### config.mk
export PLATFORM = sky130hd
export DESIGN_NAME = smoothed_temperature_trend_detector_unit_flat
export DESIGN_NICKNAME = d
export VERILOG_FILES = /design/src/hw/rtl/stdt_pkg.sv /design/src/hw/rtl/stdt_sample_if.sv /design/src/hw/rtl/stdt_result_if.sv /design/src/hw/rtl/stdt_cfg_if.sv /design/src/hw/rtl/stdt_cfg_regs.sv /design/src/hw/rtl/stdt_trend_core.sv /design/src/hw/rtl/smoothed_temperature_trend_detector_unit.sv /design/src/flat_wrapper.sv
export SDC_FILE = /design/constraint.sdc
export NUM_CORES = 1
export LEC_CHECK = 0
export ABC_AREA = 1
export BUFFER_PORTS_ARGS = -buffer_cell sky130_fd_sc_hd__buf_2
export CAP_MARGIN = 20
export CELL_PAD_IN_SITES_DETAIL_PLACEMENT = 0
export CELL_PAD_IN_SITES_GLOBAL_PLACEMENT = 1
export CORE_ASPECT_RATIO = 1.2
export CORE_UTILIZATION = 50
export DETAILED_ROUTE_END_ITERATION = 12
export GPL_ROUTABILITY_DRIVEN = 0
export GPL_TIMING_DRIVEN = 0
export PLACE_DENSITY = 0.92
export SKIP_CTS_REPAIR_TIMING = 1
export SYNTH_ARGS = -nofsm -noshare
export SYNTH_HDL_FRONTEND = slang
export SYNTH_SLANG_ARGS = --single-unit
### constraint.sdc
create_clock -name clk_i -period 19.12 [get_ports clk_i]
set_input_delay 0 -clock clk_i [delete_from_list [all_inputs] [get_ports clk_i]]
set_output_delay 0 -clock clk_i [all_outputs]
set_load 0.05 [all_outputs]
### src/hw/rtl/stdt_pkg.sv
`timescale 1ns / 1ps
// Shared types and constants of the smoothed temperature trend detector.
// No dependencies; every other file of the block imports this package.
package stdt_pkg;

  // Field widths
  localparam int SampleW = 11;   // raw sample, tenths of a degree, signed
  localparam int TempW   = 15;   // smoothed value, 1/160 degree, signed
  localparam int CoefW   = 15;   // |smoothed - reference|
  localparam int TrendW  = 2;
  localparam int ThreshW = 11;
  localparam int LimitW  = 8;
  localparam int CountW  = 8;
  localparam int CfgIdxW = 2;
  localparam int CfgDataW = 11;

  // Tenths of a degree to 1/160 degree: multiply by sixteen
  localparam int ScaleShift = 4;

  // Smoothing weight: new = (old*(D-1) + sample) / D, D a power of two
  localparam int SmoothShift   = 2;
  localparam int SmoothDivisor = 1 << SmoothShift;

  // Weighted sum needs room for D times the largest magnitude plus sign
  localparam int AccW  = TempW + SmoothShift + 1;
  localparam int DiffW = TempW + 1;

  // Reset values of the configuration registers
  localparam logic [ThreshW-1:0] ThreshReset      = ThreshW'(16);
  localparam logic [LimitW-1:0]  RiseLimitReset   = LimitW'(3);
  localparam logic [LimitW-1:0]  DropLimitReset   = LimitW'(3);
  localparam logic [LimitW-1:0]  StableLimitReset = LimitW'(10);

  typedef enum logic [TrendW-1:0] {
    TrendStable = 2'd0,
    TrendRise   = 2'd1,
    TrendDrop   = 2'd2
  } trend_e;

  typedef enum logic [CfgIdxW-1:0] {
    CfgChangeThreshold = 2'd0,
    CfgRiseLimit       = 2'd1,
    CfgDropLimit       = 2'd2,
    CfgStableLimit     = 2'd3
  } cfg_idx_e;

  typedef struct packed {
    logic [ThreshW-1:0] diff_thresh;
    logic [LimitW-1:0]  rise_limit;
    logic [LimitW-1:0]  drop_limit;
    logic [LimitW-1:0]  stable_limit;
  } cfg_t;

  typedef struct packed {
    logic                      valid;
    logic signed [SampleW-1:0] sample;
  } core_req_t;

  typedef struct packed {
    logic signed [TempW-1:0] smoothed_temp;
    trend_e                  trend;
    logic [CoefW-1:0]        coefficient;
  } result_t;

endpackage

### src/hw/rtl/stdt_sample_if.sv
`timescale 1ns / 1ps
// Sample channel: valid/ready handshake carrying one temperature word.
// Depends on stdt_pkg for the field widths.
interface stdt_sample_if import stdt_pkg::*; ();
  logic                      valid;
  logic                      ready;
  logic signed [SampleW-1:0] sample;
  logic                      sample_valid;

  modport source (output valid, output sample, output sample_valid, input ready);
  modport sink   (input valid, input sample, input sample_valid, output ready);
endinterface

### src/hw/rtl/stdt_result_if.sv
`timescale 1ns / 1ps
// Result channel: valid/ready handshake carrying one smoothed/trend word.
// Depends on stdt_pkg for the field widths.
interface stdt_result_if import stdt_pkg::*; ();
  logic                    valid;
  logic                    ready;
  logic signed [TempW-1:0] smoothed_temp;
  logic [TrendW-1:0]       trend;
  logic [CoefW-1:0]        coefficient;

  modport source (output valid, output smoothed_temp, output trend, output coefficient,
                  input ready);
  modport sink   (input valid, input smoothed_temp, input trend, input coefficient,
                  output ready);
endinterface

### src/hw/rtl/stdt_cfg_if.sv
`timescale 1ns / 1ps
// Configuration write channel: register index and write data with valid/ready.
// Depends on stdt_pkg for the field widths.
interface stdt_cfg_if import stdt_pkg::*; ();
  logic                valid;
  logic                ready;
  logic [CfgIdxW-1:0]  index;
  logic [CfgDataW-1:0] data;

  modport source (output valid, output index, output data, input ready);
  modport sink   (input valid, input index, input data, output ready);
endinterface

### src/hw/rtl/stdt_cfg_regs.sv
`timescale 1ns / 1ps
// Configuration register bank: threshold and the three trend limits.
// Depends on stdt_pkg and stdt_cfg_if.
module stdt_cfg_regs import stdt_pkg::*; (
  input  logic       clk_i,
  input  logic       rst_ni,
  stdt_cfg_if.sink   cfg_i,
  output cfg_t       cfg_o
);

  cfg_t cfg_q;

  assign cfg_i.ready = 1'b1;

  always_ff @(posedge clk_i or negedge rst_ni) begin
    if (!rst_ni) begin
      cfg_q.diff_thresh  <= ThreshReset;
      cfg_q.rise_limit   <= RiseLimitReset;
      cfg_q.drop_limit   <= DropLimitReset;
      cfg_q.stable_limit <= StableLimitReset;
    end else if (cfg_i.valid) begin
      case (cfg_idx_e'(cfg_i.index))
        CfgChangeThreshold: cfg_q.diff_thresh  <= cfg_i.data[ThreshW-1:0];
        CfgRiseLimit:       cfg_q.rise_limit   <= cfg_i.data[LimitW-1:0];
        CfgDropLimit:       cfg_q.drop_limit   <= cfg_i.data[LimitW-1:0];
        CfgStableLimit:     cfg_q.stable_limit <= cfg_i.data[LimitW-1:0];
        default: ;
      endcase
    end
  end

  assign cfg_o = cfg_q;

endmodule

### src/hw/rtl/stdt_trend_core.sv
`timescale 1ns / 1ps
// Smoothing and trend state with the result register.
// Depends on stdt_pkg.
module stdt_trend_core import stdt_pkg::*; (
  input  logic      clk_i,
  input  logic      rst_ni,
  input  cfg_t      cfg_i,
  input  core_req_t req_i,
  output logic      req_ready_o,
  input  logic      res_ready_i,
  output logic      res_valid_o,
  output result_t   res_o
);

  // Weight of the old value; also the bias that turns the shift into
  // truncation toward zero for negative sums.
  localparam logic signed [AccW-1:0] KeepWeight = AccW'(SmoothDivisor - 1);

  logic signed [TempW-1:0] smooth_q, smooth_d;
  logic signed [TempW-1:0] ref_q, ref_d;
  logic                    primed_q;
  logic [CountW-1:0]       rise_cnt_q, rise_cnt_d;
  logic [CountW-1:0]       drop_cnt_q, drop_cnt_d;
  logic [CountW-1:0]       stable_cnt_q, stable_cnt_d;
  trend_e                  last_trend_q, trend_d;
  logic                    res_valid_q;
  result_t                 res_q;

  logic signed [TempW-1:0] scaled;
  logic signed [AccW-1:0]  acc, acc_biased, avg;
  logic signed [TempW-1:0] ref_base;
  logic signed [DiffW-1:0] diff, neg_diff, thresh;
  logic [CoefW-1:0]        coef;
  logic                    is_rise, is_drop;
  logic [CountW-1:0]       rise_inc, drop_inc, stable_inc;
  logic                    fire;

  assign req_ready_o = !res_valid_q || res_ready_i;
  assign fire        = req_i.valid && req_ready_o;

  // Smoothing
  assign scaled     = TempW'(req_i.sample) <<< ScaleShift;
  assign acc        = AccW'(smooth_q) * KeepWeight + AccW'(scaled);
  assign acc_biased = acc[AccW-1] ? acc + KeepWeight : acc;
  assign avg        = acc_biased >>> SmoothShift;
  assign smooth_d   = primed_q ? avg[TempW-1:0] : scaled;
  assign ref_base   = primed_q ? ref_q : scaled;

  // Deviation from the reference
  assign diff     = DiffW'(smooth_d) - DiffW'(ref_base);
  assign neg_diff = -diff;
  assign coef     = diff[DiffW-1] ? neg_diff[CoefW-1:0] : diff[CoefW-1:0];
  assign thresh   = $signed(DiffW'(cfg_i.diff_thresh));
  assign is_rise  = diff > thresh;
  assign is_drop  = neg_diff > thresh;

  assign rise_inc   = rise_cnt_q + 1'b1;
  assign drop_inc   = drop_cnt_q + 1'b1;
  assign stable_inc = stable_cnt_q + 1'b1;

  always_comb begin
    ref_d        = ref_base;
    rise_cnt_d   = rise_cnt_q;
    drop_cnt_d   = drop_cnt_q;
    stable_cnt_d = stable_cnt_q;
    trend_d      = last_trend_q;
    if (is_rise) begin
      rise_cnt_d = rise_inc;
      if (rise_inc >= cfg_i.rise_limit) begin
        ref_d        = smooth_d;
        rise_cnt_d   = '0;
        drop_cnt_d   = '0;
        stable_cnt_d = '0;
        trend_d      = TrendRise;
      end
    end else if (is_drop) begin
      drop_cnt_d = drop_inc;
      if (drop_inc >= cfg_i.drop_limit) begin
        ref_d        = smooth_d;
        rise_cnt_d   = '0;
        drop_cnt_d   = '0;
        stable_cnt_d = '0;
        trend_d      = TrendDrop;
      end
    end else begin
      stable_cnt_d = stable_inc;
      if (stable_inc >= cfg_i.stable_limit) begin
        if (last_trend_q != TrendStable) begin
          ref_d = smooth_d;
        end
        rise_cnt_d   = '0;
        drop_cnt_d   = '0;
        stable_cnt_d = '0;
        trend_d      = TrendStable;
      end
    end
  end

  always_ff @(posedge clk_i or negedge rst_ni) begin
    if (!rst_ni) begin
      smooth_q     <= '0;
      ref_q        <= '0;
      primed_q     <= 1'b0;
      rise_cnt_q   <= '0;
      drop_cnt_q   <= '0;
      stable_cnt_q <= '0;
      last_trend_q <= TrendStable;
      res_valid_q  <= 1'b0;
    end else begin
      if (fire) begin
        smooth_q     <= smooth_d;
        ref_q        <= ref_d;
        primed_q     <= 1'b1;
        rise_cnt_q   <= rise_cnt_d;
        drop_cnt_q   <= drop_cnt_d;
        stable_cnt_q <= stable_cnt_d;
        last_trend_q <= trend_d;
      end
      if (req_ready_o) begin
        res_valid_q <= req_i.valid;
      end
    end
  end

  always_ff @(posedge clk_i) begin
    if (fire) begin
      res_q.smoothed_temp <= smooth_d;
      res_q.trend         <= trend_d;
      res_q.coefficient   <= coef;
    end
  end

  assign res_valid_o = res_valid_q;
  assign res_o       = res_q;

endmodule

### src/hw/rtl/smoothed_temperature_trend_detector_unit.sv
`timescale 1ns / 1ps
// Top level of the smoothed temperature trend detector: input register,
// trend core, configuration bank. Depends on stdt_pkg, the three channel
// interfaces, stdt_cfg_regs and stdt_trend_core.
//
// The block takes one temperature word per clock while results are accepted
// and returns one result word for every word whose sample_valid bit is set;
// words with sample_valid clear are dropped without touching any state. A
// word is held in the input register and is then folded into the smoothed
// value, classified and written to the result register, where its result
// word waits until it is accepted; while the output does not stall, the
// sustained rate is one word per cycle. That rate is set by the state update
// loop (smoothed value, reference, three counters, last trend), which closes
// combinationally between the input and result registers. A stalled result
// register holds the next valid word in the input register; a dropped word
// never waits. Configuration writes are always taken and should only be
// issued while no word is in flight.
module smoothed_temperature_trend_detector_unit import stdt_pkg::*; (
  input  logic          clk_i,
  input  logic          rst_ni,
  stdt_cfg_if.sink      cfg_i,
  stdt_sample_if.sink   sample_i,
  stdt_result_if.source result_o
);

  cfg_t                      cfg;
  logic                      in_valid_q;
  logic signed [SampleW-1:0] in_sample_q;
  logic                      in_sv_q;
  core_req_t                 core_req;
  logic                      core_ready;
  logic                      core_fire;
  logic                      res_valid;
  result_t                   res;

  stdt_cfg_regs u_cfg_regs (
    .clk_i  (clk_i),
    .rst_ni (rst_ni),
    .cfg_i  (cfg_i),
    .cfg_o  (cfg)
  );

  // Input register: take a new word when empty or when the held one leaves this
  // cycle, either into the core or because it is to be dropped.
  assign sample_i.ready = !in_valid_q || !in_sv_q || core_ready;

  always_ff @(posedge clk_i or negedge rst_ni) begin
    if (!rst_ni) begin
      in_valid_q <= 1'b0;
    end else if (sample_i.ready) begin
      in_valid_q <= sample_i.valid;
    end
  end

  // Hold the payload until the next word is taken
  always_ff @(posedge clk_i) begin
    if (sample_i.valid && sample_i.ready) begin
      in_sample_q <= sample_i.sample;
      in_sv_q     <= sample_i.sample_valid;
    end
  end

  // Only words with a good sensor read reach the core
  assign core_req.valid  = in_valid_q && in_sv_q;
  assign core_req.sample = in_sample_q;
  assign core_fire       = core_req.valid && core_ready;

  stdt_trend_core u_trend_core (
    .clk_i       (clk_i),
    .rst_ni      (rst_ni),
    .cfg_i       (cfg),
    .req_i       (core_req),
    .req_ready_o (core_ready),
    .res_ready_i (result_o.ready),
    .res_valid_o (res_valid),
    .res_o       (res)
  );

  assign result_o.valid         = res_valid;
  assign result_o.smoothed_temp = res.smoothed_temp;
  assign result_o.trend         = res.trend;
  assign result_o.coefficient   = res.coefficient;

  // A word taken by the core shows up in the result register next cycle
  assert property (@(posedge clk_i) disable iff (!rst_ni)
    core_fire |=> result_o.valid)
    else $error("core took a word but no result followed");

  // A word marked invalid never blocks the input side
  assert property (@(posedge clk_i) disable iff (!rst_ni)
    (in_valid_q && !in_sv_q) |-> sample_i.ready)
    else $error("dropped word stalled the input register");

  // A fresh result must come from a word the core took the cycle before
  assert property (@(posedge clk_i) disable iff (!rst_ni)
    $rose(result_o.valid) |-> $past(core_fire))
    else $error("result appeared without a word entering the core");

endmodule

### src/flat_wrapper.sv
// flat-port wrapper written by rule: the top's interface ports become plain ports
module smoothed_temperature_trend_detector_unit_flat import stdt_pkg::*;
  (clk_i, rst_ni, cfg_i_valid, cfg_i_index, cfg_i_data, cfg_i_ready, sample_i_valid, sample_i_sample, sample_i_sample_valid, sample_i_ready, result_o_valid, result_o_smoothed_temp, result_o_trend, result_o_coefficient, result_o_ready);
  stdt_cfg_if cfg_i_i ();
  stdt_sample_if sample_i_i ();
  stdt_result_if result_o_i ();
  input  logic clk_i;
  input  logic rst_ni;
  input wire logic [$bits(cfg_i_i.valid)-1:0] cfg_i_valid;
  input wire logic [$bits(cfg_i_i.index)-1:0] cfg_i_index;
  input wire logic [$bits(cfg_i_i.data)-1:0] cfg_i_data;
  output wire logic [$bits(cfg_i_i.ready)-1:0] cfg_i_ready;
  input wire logic [$bits(sample_i_i.valid)-1:0] sample_i_valid;
  input wire logic [$bits(sample_i_i.sample)-1:0] sample_i_sample;
  input wire logic [$bits(sample_i_i.sample_valid)-1:0] sample_i_sample_valid;
  output wire logic [$bits(sample_i_i.ready)-1:0] sample_i_ready;
  output wire logic [$bits(result_o_i.valid)-1:0] result_o_valid;
  output wire logic [$bits(result_o_i.smoothed_temp)-1:0] result_o_smoothed_temp;
  output wire logic [$bits(result_o_i.trend)-1:0] result_o_trend;
  output wire logic [$bits(result_o_i.coefficient)-1:0] result_o_coefficient;
  input wire logic [$bits(result_o_i.ready)-1:0] result_o_ready;
  assign cfg_i_i.valid = cfg_i_valid;
  assign cfg_i_i.index = cfg_i_index;
  assign cfg_i_i.data = cfg_i_data;
  assign cfg_i_ready = cfg_i_i.ready;
  assign sample_i_i.valid = sample_i_valid;
  assign sample_i_i.sample = sample_i_sample;
  assign sample_i_i.sample_valid = sample_i_sample_valid;
  assign sample_i_ready = sample_i_i.ready;
  assign result_o_valid = result_o_i.valid;
  assign result_o_smoothed_temp = result_o_i.smoothed_temp;
  assign result_o_trend = result_o_i.trend;
  assign result_o_coefficient = result_o_i.coefficient;
  assign result_o_i.ready = result_o_ready;
  smoothed_temperature_trend_detector_unit u_core (.clk_i(clk_i), .rst_ni(rst_ni), .cfg_i(cfg_i_i), .sample_i(sample_i_i), .result_o(result_o_i));
endmodule
; ---- Word-level counts from Yosys, hierarchy flattened
; Cells that the tools add are included.
[op_classes]
reduce_logical = 19
multipliers = 1
addsub = 7
order_cmp = 5
muxes = 27
n_eq_ne = 5
[op_table]
columns = op, count
row1 = two-way mux 15 bit, 9
row2 = two-way mux 8 bit, 12
row3 = > comparator 16 x 12 -> 1 bit, 2
row4 = "adder 8 x 1 -> 8 bit, second input constant", 3
row5 = >= comparator 8 bit, 3
row6 = adder 18 x 15 -> 18 bit, 1
row7 = "multiplier 15 x 3 -> 18 bit, second input constant", 1
row8 = "adder 17 x 3 -> 17 bit, second input constant", 1
row9 = two-way mux 17 bit, 1
row10 = negator 16 bit, 1
row11 = subtractor 15 x 15 -> 16 bit, 1
row12 = two-way mux 2 bit, 5
row13 = AND reduction 3 bit, 3
row14 = AND reduction 2 bit, 4
row15 = "== test 2 bit, second input constant", 2
row16 = logical AND 1 bit, 3
row17 = zero test 1 bit, 3
row18 = logical OR 1 bit, 3
row19 = "!= test 3 x 2 -> 1 bit, second input constant", 1
row20 = nonzero test 3 bit, 1
row21 = "== test 2 x 1 -> 1 bit, second input constant", 1
row22 = zero test 2 bit, 1
row23 = "!= test 2 x 1 -> 1 bit, second input constant", 1
row24 = nonzero test 2 bit, 1
[totals]
ff_bits = 138
output_inout_bits = 35
in_bits = 30
word_cells = 82

; ---- Longest topological paths before layout
[depth]
depth_word = 10
depth_mapped = 51

; ---- Hierarchy
; Synthesis repeated with hierarchy kept, for this count alone.
[unflattened]
hier_cells = 1460
area_unflattened_um2 = 10920.5
[by_module_without_submodules]
columns = mod, area_each_um2, cells_each, seq_area_each_um2, instances
row1 = stdt_trend_core, 8984.9, 1280, 2412.3, 1
row2 = stdt_cfg_regs, 1519.0, 159, 884.6, 1
row3 = smoothed_temperature_trend_detector_unit, 416.6, 21, 385.4, 1

; ---- Worst setup path after synthesis
; Ideal clock, no wire load.
[synth_timing]
kind = flip-flop to flip-flop
startpoint = register u_core.u_trend_core.smooth_q[3]
endpoint = register u_core.u_trend_core.res_o[16] (netlist name)
path_stages_with_launch = 46
path_buffers = 1
synth_period_minus_slack_ns = 6.404
path_slack_ns = 12.716
arrival_ns = 6.142
cell_sequence = dfrtp_1 ha_1 fa_1 inv_1 fa_1 inv_2 nand2_1 nand3_2 nand2_1 nand2_1 nand2_1 nand2_4 inv_2 o21ai_0 nand2_1 nor2_1 inv_1 ha_1 [10 not listed] nor2_1 inv_1 nor3_1 nand2_1 nand2_1 inv_1 ha_1 a21oi_1 a31oi_1 a21oi_1 nand2_1 nor2_4 nand2_4 nand2_4 buf_2 nand2_1 nand3_1 o21ai_0
[synth_via]
elab_cells_between_ends = 11
cone_classes = 4 x add/sub / 1 x mul / 2 x order compare / 4 x mux
[synth_lines]
columns = element, line_no
row1 = start: declaration, stdt_trend_core.sv:19  ; logic signed [TempW-1:0] smooth_q, smooth_d;
row2 = start signal: assignment, stdt_trend_core.sv:111  ; smooth_q <= smooth_d;
row3 = multiplier 15 x 3 -> 18 bit (*), stdt_trend_core.sv:43  ; assign acc = AccW'(smooth_q) * KeepWeight + AccW'(scaled);
row4 = adder 18 x 15 -> 18 bit (*), stdt_trend_core.sv:43
row5 = two-way mux 17 bit (*), stdt_trend_core.sv:44  ; assign acc_biased = acc[AccW-1] ? acc + KeepWeight : acc;
row6 = two-way mux 15 bit (*), stdt_trend_core.sv:46  ; assign smooth_d = primed_q ? avg[TempW-1:0] : scaled;
row7 = via u_core.u_trend_core.smooth_d[0], stdt_trend_core.sv:19
row8 = subtractor 15 x 15 -> 16 bit (*), stdt_trend_core.sv:50  ; assign diff = DiffW'(smooth_d) - DiffW'(ref_base);
row9 = negator 16 bit, stdt_trend_core.sv:51  ; assign neg_diff = -diff;
row10 = > comparator 16 x 12 -> 1 bit, stdt_trend_core.sv:55  ; assign is_drop = neg_diff > thresh;
row11 = two-way mux 2 bit, stdt_trend_core.sv:76  ; end else if (is_drop) begin
row12 = two-way mux 2 bit (*), stdt_trend_core.sv:67  ; if (is_rise) begin
row13 = via u_core.u_trend_core.trend_d[1], stdt_trend_core.sv:25  ; trend_e last_trend_q, trend_d;
; The timed path passes the listed nets; every way through them passes the cells marked *.
; A chain may end at the register's enable or synchronous reset.

; ---- Worst setup path after layout
[layout_timing]
startpoint = register u_core.u_trend_core.smooth_q[9]
endpoint = register u_core.u_trend_core.res_o[16] (netlist name)
[layout_via]
elab_cells_between_ends = 11
cone_classes = 4 x add/sub / 1 x mul / 2 x order compare / 4 x mux
[layout_lines]
columns = element, line_no
row1 = multiplier 15 x 3 -> 18 bit (*), stdt_trend_core.sv:43
row2 = adder 18 x 15 -> 18 bit (*), stdt_trend_core.sv:43
row3 = two-way mux 17 bit (*), stdt_trend_core.sv:44
row4 = two-way mux 15 bit (*), stdt_trend_core.sv:46
row5 = via u_core.u_trend_core.smooth_d[0], stdt_trend_core.sv:19
row6 = subtractor 15 x 15 -> 16 bit (*), stdt_trend_core.sv:50
row7 = negator 16 bit, stdt_trend_core.sv:51
row8 = > comparator 16 x 12 -> 1 bit, stdt_trend_core.sv:55
row9 = two-way mux 2 bit, stdt_trend_core.sv:76
row10 = two-way mux 2 bit (*), stdt_trend_core.sv:67
row11 = via u_core.u_trend_core.trend_d[1], stdt_trend_core.sv:25
; Marked as above.

==> flow_summary.json <==
{
  "nFillCells": 1988,
  "area_growth_pct": 14.8,
  "final.min_clock_period_ns": 7.89,
  "design_area_um2": 12400,
  "drtAntennaViolNets": 0,
  "die_w_um": 136,
  "dpl.cell_count": 1802,
  "slew_violations": 0,
  "grt_usage_pct": 26.8,
  "reg2reg_depth": 47,
  "ys.flop_type": "dfrtp_1",
  "synth_seq_cells": 138,
  "cpPeakStageDelay_ns": 0.53,
  "synth.most_common_cell": "nand2_1",
  "path_common_cell": "nand2_1",
  "ys_seq_area_share_pct": 34.0,
  "postSynthAreaPerCell_um2": 7.39,
  "drive_above_1_share_pct": 11.7,
  "grt_first_pass_wirelength_um": 46100,
  "finalSetupViolCount": 0,
  "ys_types": 50,
  "syn_nets": 1606,
  "status": "complete, no violations",
  "setup_tns_ns": 0,
  "rsz0062_at_grt": "no",
  "nets": 1718,
  "fin_cells": 1861,
  "dp_hpwl_um": 21900,
  "row_count": 58,
  "grt-ovfl-total": 0,
  "tritoncts": "built",
  "core-area_um2": 21100,
  "worstSetupPathType": "flip-flop to flip-flop",
  "post_drt_wl_per_cell_um": 15.3,
  "slowest_stage": "nor2_1",
  "cts.sinks": 138,
  "cts_buffer_depth": 2,
  "worstReg2RegEnd": "u_core.u_trend_core.res_o[16]",
  "grt_pass1_vias": 9269,
  "skew_ns": 0.0123,
  "crit_family": "simple AND/OR/NAND/NOR gates",
  "crit_fanout": 10,
  "end_kind": "flip-flop",
  "yosysWarnings": 0,
  "required_ns": 19.26,
  "hp-class": "input port to async pin",
  "hold_ws_ns": 0.0415,
  "io_buffers": 63,
  "num_vias": 9751,
  "clkLatencyLatePin_ns": 0.43,
  "antenna_found_initial": 0,
  "htreeDepth": 4,
  "yosysTopAreaCell": "dfrtp_1",
  "dieArea_um2": 22300,
  "drc": 0,
  "drt-total-wl_um": 28500,
  "initial_core_util_pct": 51.3,
  "crit_arrival_ns": 8.03,
  "first_iter_violations": 551,
  "synth.top_cell.area_share_pct": 20.1,
  "vias_per_cell": 5.24,
  "syn_inst": 1466,
  "slew_headroom_pct": 35.7,
  "ios": 65,
  "synth_edf_count": 44,
  "synth_area_leaders": "dfrtp_1, edfxtp_1, nand2_1",
  "r2r-start": "u_core.u_trend_core.smooth_q[9]",
  "postPlaceCellArea_um2": 11500,
  "critPathLaunchType": "flip-flop",
  "period_share_pct": 41.3,
  "cap_violations": 0,
  "tightest_slew_ns": 0.955,
  "path_clk_slew_ns": 0.07,
  "antenna_cells": 0,
  "die_h_um": 163,
  "critPathBufInv": 12,
  "syn_area_um2": 10800,
  "cts_buffers": 17,
  "ys_async_sr_fraction_pct": 68.1,
  "cts-root-buf": "clkbuf_16",
  "reg2reg_slack_ns": 11.23,
  "max_freq_ghz": 0.127,
  "dr.pass1.iters": 6,
  "final-hold-violation-count": 0,
  "synthTopCellsByCount": "nand2_1, inv_1, o21ai_0",
  "grt_max_degree": 66
}
-- kinds of logic after synthesis --
kind of cell             count (synthesis)  synth area share (%)
XOR/XNOR                                39                  3.22
flip-flops                             138                  34.0
other                                    1                0.0346
AO/OA/AOI/OAI                          219                  10.9
adder cells (fa/ha/maj)                110                  13.6
AND/OR/NAND/NOR                        659                  27.4
buffers and inverters                  300                  10.8
-- registers in the layout, summed over array words and instances, names as in the netlist --
signal / cells
u_core.u_cfg_regs.cfg_o: 35
u_core.u_trend_core.res_o: 32
u_core.u_trend_core.ref_q: 15
u_core.u_trend_core.smooth_q: 15
u_core.in_sample_q: 11
u_core.u_trend_core.drop_cnt_q: 8
u_core.u_trend_core.rise_cnt_q: 8
u_core.u_trend_core.stable_cnt_q: 8
u_core.u_trend_core.last_trend_q: 2
u_core.in_sv_q: 1
u_core.in_valid_q: 1
u_core.u_trend_core.primed_q: 1
u_core.u_trend_core.res_valid_o: 1
-- layout make-up --
type | instances | area [µm²] | share of cell area (%)
sequential | 138 | 3680 | 29.6
clock buffer | 20 | 489 | 3.93
buffer | 42 | 199 | 1.60
multi-input combinational | 1028 | 5990 | 48.2
clock inverter | 12 | 125 | 1.01
inverter | 258 | 968 | 7.79
tap | 270 | 338 | 2.72
timing repair buffer | 93 | 643 | 5.17
-- worst max path at each step --
stage	from	end	slack, ns	depth (start not counted)
5_1_grt	u_core.u_trend_core.smooth_q[9]	u_core.u_trend_core.res_o[16]	10.48	47
3_5_place_dp	u_core.u_trend_core.smooth_q[3]	u_core.u_trend_core.res_o[16]	11.31	45
4_1_cts	u_core.u_trend_core.smooth_q[3]	u_core.u_trend_core.res_o[16]	11.23	45
6_report	u_core.u_trend_core.smooth_q[9]	u_core.u_trend_core.res_o[16]	11.23	47
3_3_place_gp	u_core.u_trend_core.smooth_q[3]	u_core.u_trend_core.res_o[16]	11.19	40
2_1_floorplan	u_core.u_trend_core.smooth_q[3]	u_core.u_trend_core.res_o[16]	12.72	45
-- through the flow --
step / util [%] / worst slack [ns]
after floorplan: - / 12.72
after global placement: 54.4 / 11.19
after detailed placement: 54.7 / 11.31
after CTS: 57.6 / 11.23
after global routing: 58.9 / 10.48
final: 58.9 / 11.23
-- layer usage --
metal  global-route usage [%]  vias to the layer above  routed length (µm)  part of all wire (%)
li1                         -                     4980                   -                     -
met1                     31.7                     4479               12000                    42
met2                     47.7                      225               14400                    51
met3                     4.03                       67                1030                   3.6
met4                     11.6                        0                1010                   3.6
met5                        0                        -                   0                     0
-- cell usage in the layout (no fill, tap or decap), types with 4 or more instances in the layout --
| cell type | count |
|---|---|
| a211oi_1 | 5 |
| a21oi_1 | 49 |
| a31oi_1 | 5 |
| buf_2 | 73 |
| buf_4 | 5 |
| clkbuf_1 | 25 |
| clkbuf_16 | 19 |
| dfrtp_1 | 87 |
| dfstp_2 | 7 |
| dlygate4sd3_1 | 27 |
| edfxtp_1 | 44 |
| fa_1 | 13 |
| ha_1 | 97 |
| inv_1 | 247 |
| inv_2 | 10 |
| inv_6 | 4 |
| nand2_1 | 339 |
| nand2_2 | 9 |
| nand2_4 | 4 |
| nand3_1 | 93 |
| nand3_2 | 5 |
| nand3b_1 | 6 |
| nand4_1 | 54 |
| nor2_1 | 113 |
| nor2_2 | 5 |
| nor3_1 | 7 |
| o21ai_0 | 127 |
| o21ai_1 | 11 |
| o21ai_2 | 5 |
| o21bai_1 | 4 |
| or2_2 | 15 |
| xnor2_1 | 4 |
| xor2_1 | 34 |
Power is not shown: default switching activity piles up to over one toggle a cycle in this logic, so the estimate is an artifact.
